--- src/design/bqp_pkg.sv ---
package bqp_pkg;

  // Widths of the data path
  localparam int SAMPLE_W = 24;
  localparam int COEF_W   = 32;
  localparam int STATE_W  = 48;
  localparam int ACC_W    = STATE_W + 2;
  localparam int PROD_W   = 2 * COEF_W;
  localparam int CHANNELS = 2;
  localparam int CH_W     = (CHANNELS > 1) ? $clog2(CHANNELS) : 1;
  localparam int REG_IDX_W = 3;

  // Register indexes of the configuration port
  typedef enum logic [REG_IDX_W-1:0] {
    REG_B0     = 3'd0,
    REG_B1     = 3'd1,
    REG_B2     = 3'd2,
    REG_A1     = 3'd3,
    REG_A2     = 3'd4,
    REG_EQ_IN  = 3'd5,
    REG_ACTIVE = 3'd6
  } reg_idx_t;

  // Sequencer states: multiplies issued in M0 to M4, last product taken in M5
  typedef enum logic [2:0] {
    ST_IDLE,
    ST_M0,
    ST_M1,
    ST_M2,
    ST_M3,
    ST_M4,
    ST_M5,
    ST_FIN
  } seq_state_t;

  typedef struct packed {
    logic [CH_W-1:0]            channel;
    logic signed [SAMPLE_W-1:0] sample_in;
  } in_word_t;

  typedef struct packed {
    logic [CH_W-1:0]            channel_out;
    logic signed [SAMPLE_W-1:0] sample_out;
  } out_word_t;

  // Saturate an accumulator to a state word
  function automatic logic signed [STATE_W-1:0] sat_state(input logic signed [ACC_W-1:0] v);
    logic signed [STATE_W-1:0] r;
    if (v[ACC_W-1:STATE_W-1] == '0 || v[ACC_W-1:STATE_W-1] == '1) begin
      r = v[STATE_W-1:0];
    end else if (v[ACC_W-1]) begin
      r = {1'b1, {(STATE_W-1){1'b0}}};
    end else begin
      r = {1'b0, {(STATE_W-1){1'b1}}};
    end
    return r;
  endfunction

  // Saturate a 37-bit value to the 32-bit feedback operand
  function automatic logic signed [COEF_W-1:0] sat_fb(input logic signed [36:0] v);
    logic signed [COEF_W-1:0] r;
    if (v[36:COEF_W-1] == '0 || v[36:COEF_W-1] == '1) begin
      r = v[COEF_W-1:0];
    end else if (v[36]) begin
      r = {1'b1, {(COEF_W-1){1'b0}}};
    end else begin
      r = {1'b0, {(COEF_W-1){1'b1}}};
    end
    return r;
  endfunction

  // Saturate a 29-bit value to an output sample
  function automatic logic signed [SAMPLE_W-1:0] sat_sample(input logic signed [28:0] v);
    logic signed [SAMPLE_W-1:0] r;
    if (v[28:SAMPLE_W-1] == '0 || v[28:SAMPLE_W-1] == '1) begin
      r = v[SAMPLE_W-1:0];
    end else if (v[28]) begin
      r = {1'b1, {(SAMPLE_W-1){1'b0}}};
    end else begin
      r = {1'b0, {(SAMPLE_W-1){1'b1}}};
    end
    return r;
  endfunction

endpackage

--- src/design/bqp_mul.sv ---
// Shared signed 32x32 multiplier with a registered product
module bqp_mul import bqp_pkg::*; (
  input  logic                     clk,
  input  logic signed [COEF_W-1:0] op_a,
  input  logic signed [COEF_W-1:0] op_b,
  output logic signed [PROD_W-1:0] prod
);

  always_ff @(posedge clk) begin
    prod <= op_a * op_b;
  end

endmodule

--- src/design/biquad_peaking_filter.sv ---
// Channel  Signals                     Payload
// -------  --------------------------  -------------------------------
// in       in_valid / in_stall         in_word  (channel, sample_in)
// out      out_valid / out_stall       out_word (channel_out, sample_out)
// config   cfg_wr_en                   cfg_index, cfg_data
//
// A filtered sample passes through accept, five multiplies through the one
// shared 32x32 multiplier (one per cycle, each accumulated in the cycle after),
// and a finish state that writes the state and the output register.
// A bypassed sample (filter_active low) goes from accept straight to finish.
// Synchronous reset loads the configuration defaults and clears the per-channel state, the sequencer and out_valid.
// in_stall is high during reset and while a sample is in work; the finish
// cycle waits while a previous output word is still stalled.
module biquad_peaking_filter import bqp_pkg::*; (
  input  logic                   clk,
  input  logic                   rst,
  input  logic                   in_valid,
  output logic                   in_stall,
  input  in_word_t               in_word,
  output logic                   out_valid,
  input  logic                   out_stall,
  output out_word_t              out_word,
  input  logic                   cfg_wr_en,
  input  logic [REG_IDX_W-1:0]   cfg_index,
  input  logic [COEF_W-1:0]      cfg_data
);

  // Configuration registers
  logic signed [COEF_W-1:0] coef_b0, coef_b1, coef_b2, coef_a1, coef_a2;
  logic                     eq_in, filter_active;

  // Per-channel state
  logic signed [STATE_W-1:0] delay_one [CHANNELS];
  logic signed [STATE_W-1:0] delay_two [CHANNELS];

  // Work registers
  seq_state_t                 st, st_next;
  logic [CH_W-1:0]            ch;
  logic                       active;
  logic signed [SAMPLE_W-1:0] x;
  logic signed [STATE_W-1:0]  y;
  logic signed [ACC_W-1:0]    t1, t2;

  logic signed [COEF_W-1:0]   op_a, op_b;
  logic signed [PROD_W-1:0]   prod;
  logic signed [PROD_W-1:0]   rsum8, rsum16;
  logic signed [STATE_W-1:0]  r8, r16;
  logic signed [STATE_W:0]    ysum, osum;
  logic signed [COEF_W-1:0]   yf;
  logic signed [SAMPLE_W-1:0] result;
  logic                       out_free;
  logic                       accept;

  assign accept   = in_valid && !in_stall;
  assign out_free = !out_valid || !out_stall;

  // Configuration writes
  always_ff @(posedge clk) begin
    if (rst) begin
      coef_b0       <= 32'sh1000_0000;
      coef_b1       <= '0;
      coef_b2       <= '0;
      coef_a1       <= '0;
      coef_a2       <= '0;
      eq_in         <= 1'b1;
      filter_active <= 1'b0;
    end else if (cfg_wr_en) begin
      unique case (cfg_index)
        REG_B0:     coef_b0       <= cfg_data;
        REG_B1:     coef_b1       <= cfg_data;
        REG_B2:     coef_b2       <= cfg_data;
        REG_A1:     coef_a1       <= cfg_data;
        REG_A2:     coef_a2       <= cfg_data;
        REG_EQ_IN:  eq_in         <= cfg_data[0];
        REG_ACTIVE: filter_active <= cfg_data[0];
        default: ;
      endcase
    end
  end

  // Rounded products: Q.28 -> Q.20 and Q.36 -> Q.20
  assign rsum8  = prod + 64'sd128;
  assign rsum16 = prod + 64'sd32768;
  assign r8     = rsum8[STATE_W+7:8];
  assign r16    = rsum16[STATE_W+15:16];

  // Feedback operand and output sample from y
  assign ysum   = {y[STATE_W-1], y} + 49'sd2048;
  assign yf     = sat_fb($signed(ysum[STATE_W:12]));
  assign osum   = {y[STATE_W-1], y} + 49'sd524288;
  assign result = (active && eq_in) ? sat_sample($signed(osum[STATE_W:20])) : x;

  bqp_mul u_mul (
    .clk  (clk),
    .op_a (op_a),
    .op_b (op_b),
    .prod (prod)
  );

  // Sequencer: next state and multiplier operands
  always_comb begin
    st_next  = st;
    in_stall = rst || (st != ST_IDLE);
    op_a     = coef_b0;
    op_b     = COEF_W'(x);
    unique case (st)
      ST_IDLE: begin
        if (accept) begin
          st_next = filter_active ? ST_M0 : ST_FIN;
        end
      end
      ST_M0: begin
        st_next = ST_M1;
      end
      ST_M1: begin
        op_a    = coef_b1;
        st_next = ST_M2;
      end
      ST_M2: begin
        op_a    = coef_b2;
        st_next = ST_M3;
      end
      ST_M3: begin
        op_a    = coef_a1;
        op_b    = yf;
        st_next = ST_M4;
      end
      ST_M4: begin
        op_a    = coef_a2;
        op_b    = yf;
        st_next = ST_M5;
      end
      ST_M5: begin
        st_next = ST_FIN;
      end
      ST_FIN: begin
        if (out_free) begin
          st_next = ST_IDLE;
        end
      end
      default: st_next = ST_IDLE;
    endcase
  end

  always_ff @(posedge clk) begin
    if (rst) begin
      st <= ST_IDLE;
    end else begin
      st <= st_next;
    end
  end

  // Input capture and accumulation, one product per cycle
  always_ff @(posedge clk) begin
    unique case (st)
      ST_IDLE: begin
        if (accept) begin
          ch     <= in_word.channel;
          x      <= in_word.sample_in;
          active <= filter_active;
        end
      end
      ST_M1: y  <= sat_state(ACC_W'(r8) + ACC_W'(delay_one[ch]));
      ST_M2: t1 <= ACC_W'(r8) + ACC_W'(delay_two[ch]);
      ST_M3: t2 <= ACC_W'(r8);
      ST_M4: t1 <= t1 - ACC_W'(r16);
      ST_M5: t2 <= t2 - ACC_W'(r16);
      default: ;
    endcase
  end

  // State update at the finish cycle
  always_ff @(posedge clk) begin
    if (rst) begin
      for (int i = 0; i < CHANNELS; i++) begin
        delay_one[i] <= '0;
        delay_two[i] <= '0;
      end
    end else if (st == ST_FIN && out_free && active) begin
      delay_one[ch] <= sat_state(t1);
      delay_two[ch] <= sat_state(t2);
    end
  end

  // Output register
  always_ff @(posedge clk) begin
    if (rst) begin
      out_valid <= 1'b0;
    end else if (st == ST_FIN && out_free) begin
      out_valid <= 1'b1;
    end else if (!out_stall) begin
      out_valid <= 1'b0;
    end
  end

  always_ff @(posedge clk) begin
    if (st == ST_FIN && out_free) begin
      out_word.channel_out <= ch;
      out_word.sample_out  <= result;
    end
  end

endmodule
--- config.mk ---
export PLATFORM = sky130hd
export DESIGN_NAME = biquad_peaking_filter
export DESIGN_NICKNAME = d
export VERILOG_FILES = /design/src/design/bqp_pkg.sv /design/src/design/bqp_mul.sv /design/src/design/biquad_peaking_filter.sv
export SDC_FILE = /design/constraint.sdc
export NUM_CORES = 2
export LEC_CHECK = 0
export BUFFER_PORTS_ARGS = -buffer_cell sky130_fd_sc_hd__buf_2
export CAP_MARGIN = 5
export CORE_MARGIN = 2
export CORE_UTILIZATION = 40
export CTS_CLUSTER_DIAMETER = 30
export DETAILED_ROUTE_END_ITERATION = 12
export PLACE_DENSITY = 0.58
export SYNTH_ARGS = -nofsm -noshare
export SYNTH_HDL_FRONTEND = slang
export SYNTH_SLANG_ARGS = --single-unit
--- constraint.sdc ---
create_clock -name clk -period 22 [get_ports clk]
set_clock_uncertainty 0.05 [all_clocks]
set_input_delay 4.4 -clock clk [delete_from_list [all_inputs] [get_ports clk]]
set_output_delay 4.4 -clock clk [all_outputs]
set_load 0.03 [all_outputs]
==> results by group <==
Clock tree
  • CTS H-tree lvls: 4
  • Post-CTS Setup Repair Bufs: 0
  • Clk sinks: between 600 and 700
  • Clock root buffer: clkbuf_16
  • Clock transition at the registers of the reported paths: ~0.050 ns
  • TritonCTS clock tree: built
  • Clock buffer depth: 3
  • Post-CTS sizing: 0
  • TritonCTS buffer count: 163
  • Worst skew pair latency: 0.83 ns
  • Hold buffer count at cts: 0

Worst setup path
  • CP Buf/Inv Count: 4
  • CP peak stage delay: about 0.79 ns
  • Family with the most delay on the worst path: adder cells
  • Most common cell on crit path: fa_1
  • WP data arrival: roughly 13 ns
  • Worst Setup End Kind: flop
  • Reg2Reg Setup Slack: around 9.4 ns
  • Max FO, Critical Path: 29
  • Worst setup SP type: flop
  • Crit path kind: reg2reg
  • Critical Path Slowest Stage Cell: nand2_1
  • Critical Path Stages: 37
  • Req. time, crit path: 22.65 ns
  • Reg2reg path depth: 37

Min path
  • Hold Path Class: reg2reg
  • Worst hold stages: 2

Placement
  • Placement Cell Area: ~0.074 mm^2
  • Port bufs: a little over 90
  • Post-DP HPWL: 184000 um
  • Placer Congestion: around 0.95

Timing
  • Sum Neg Setup Slack: 0 ns
  • RSZ-0062 raised after global routing: false
  • Fin crit period: roughly 13 ns
  • Final Setup Violations: 0
  • FMAX: slightly below 80 MHz
  • Pins over their slew limit: 0
  • Fin crit share: 57.2%
  • Slew margin rel.: ~6.2%
  • Hold Vio Cnt, Final: 0
  • Worst slew pin tran: between 1 and 1.5 ns

Finish
  • Final net count: around 9000
  • Cell area after layout: slightly below 0.08 mm^2
  • Area grow syn2layout: 12.8%
  • Share of layout cells above drive strength 1: between 8 and 9%
  • Share of the core filled with cells: between 40% and 50%

Yosys
  • Flop and latch count out of synthesis: 604
  • Synthesized area: roughly 0.070 mm^2
  • Number of flops mapped to enable cells by yosys: 380
  • FFs w/ async S/R, synth: 0%
  • Mapped Cells: between 7000 and 8000
  • Syn Area/Cell: 9.12 um^2
  • Syn Nets: 9249
  • Synth warn: 0
  • Unique cell type count in the Yosys netlist: 86
  • Post-synthesis sequential area ratio: between 20% and 30%
  • Synth Flop Type: edfxtp_1

Drt
  • Post-route ant nets: 0
  • DRC viols: 0
  • Vias: 56036
  • WL final: between 200000 and 250000 um
  • Drt pass-1 iters: 6
  • Routed vias/inst: between 5 and 6
  • WL per Instance: 23.4 um
  • DRT iter0 DRCs: 4446

GRT
  • Initial antenna violation count: 10
  • Number of global-route vias before repair: 57886
  • Largest net degree at the start of global routing: ~100
  • Total GRT Usage: 26.9%
  • Total congestion overflow: 0
  • First-pass GRT wire length: roughly 360000 um

Die
  • Site Rows: between 150 and 200
  • Die Ht: about 420 um
  • Die area: 0.179 mm^2
  • Initial Util: between 40% and 50%
  • DIE WIDTH: between 400 and 500 um
  • Area of the core: 0.176 mm^2
  • IO Pins: 92

Run status
  • Status: complete, no violations

Job
  • Max cap viols: 0
worst paths after layout:
kind | from | end
max | y[19] | u_mul.prod[63]
min | coef_a1[29] | coef_a1[29]
max reg2reg | y[19] | u_mul.prod[63]
min reg2reg | coef_a1[29] | coef_a1[29]
worst reg2reg max path: cells and delay by family, from the launching register on:
family          cells  cell delay [ns]
compound gates     11             3.50
xor+xnor            1             0.16
fa+ha+maj          10             4.54
buf+inv             4             0.39
flops               1             0.45
mux                 1             0.14
simple gates       10             3.22
metrics by stage:
stage          setup slack, ns  hold WS [ns]  std cells
2_1_floorplan            10.26         0.386       7723
3_3_place_gp              9.84         0.391       9924
3_5_place_dp              9.62         0.397       9924
4_1_cts                   9.51         0.403      10225
5_1_grt                   8.58         0.414      10229
6_report                  9.42         0.398      10230
state kept, by name, indices dropped and copies added, names as in the netlist, 37 cells and up, named ones only:
| signal | count |
|---|---|
| y | 37 |
| u_mul.prod | 57 |
| delay_two | 96 |
| delay_one | 96 |
| t2 | 50 |
| t1 | 50 |
cell usage after synthesis (8+ instances only):
cell	instances	area share, %
and4_1	10	0.12
or3_1	21	0.19
xor2_1	159	2.0
nand4_1	44	0.39
o21bai_1	24	0.26
and3_1	37	0.33
a21boi_0	14	0.15
ha_1	377	6.7
inv_1	1038	5.5
edfxtp_1	380	16
fa_1	1084	31
buf_1	26	0.14
a211oi_1	43	0.46
a31oi_1	25	0.22
o21ai_0	208	1.5
mux2_2	100	1.6
a31o_2	8	0.099
o21a_1	72	0.77
nor2b_1	49	0.44
xnor2_1	200	2.5
nand2b_1	76	0.68
a21oi_1	484	3.4
nor3_1	62	0.44
and2_1	34	0.30
mux2i_1	8	0.11
o21ai_1	26	0.18
or2_2	19	0.17
nor2_1	942	5.0
a22oi_1	66	0.70
clkbuf_1	348	1.9
nand3_1	118	0.84
o211ai_1	31	0.33
dfxtp_1	224	6.4
nor4_1	16	0.14
a41oi_1	9	0.11
a21o_1	138	1.5
nand2_1	1053	5.6
o31ai_1	30	0.32
placed cells by master (no fill, tap or decap), types with 90 or more instances in the layout:
cell       count
fa_1        1084
nand2_1     1047
inv_1       1038
nor2_1       930
a21oi_1      483
edfxtp_1     380
ha_1         377
dfxtp_1      223
xnor2_1      200
o21ai_0      195
clkbuf_16    163
xor2_1       158
buf_4        150
a21o_1       138
nand3_1      118
mux2_2       100
buf_2         90
area by class of cell:
type	count	area, um^2
Timing Repair Buffer	241	1580
Clock inverter	112	1310
Inverter	1038	3900
Sequential cell	604	15900
Fill cell	16890	96100
Multi-Input combinational cell	5702	49500
Tap cell	2340	2930
Antenna cell	4	10.0
Clock buffer	189	4310
kinds of logic after synthesis:
kind of cell	count (synthesis)	share of synthesized area, %
compound gates	1259	11.1
xor+xnor	359	4.46
fa+ha+maj	1461	37.5
buf+inv	1417	7.56
simple gates	2515	15.1
flops	604	22.6
mux	108	1.71
per-layer routing:
metal / share of wire, % / track usage, % / vias up
met5: 0 / 0 / -
met4: 5.7 / 13.5 / 0
met3: 6.7 / 4.32 / 495
met2: 47 / 43.9 / 2048
met1: 41 / 34.6 / 28492
li1: - / - / 25001
Power is not shown: default switching activity piles up to over one toggle a cycle in this logic, so the estimate is an artifact.
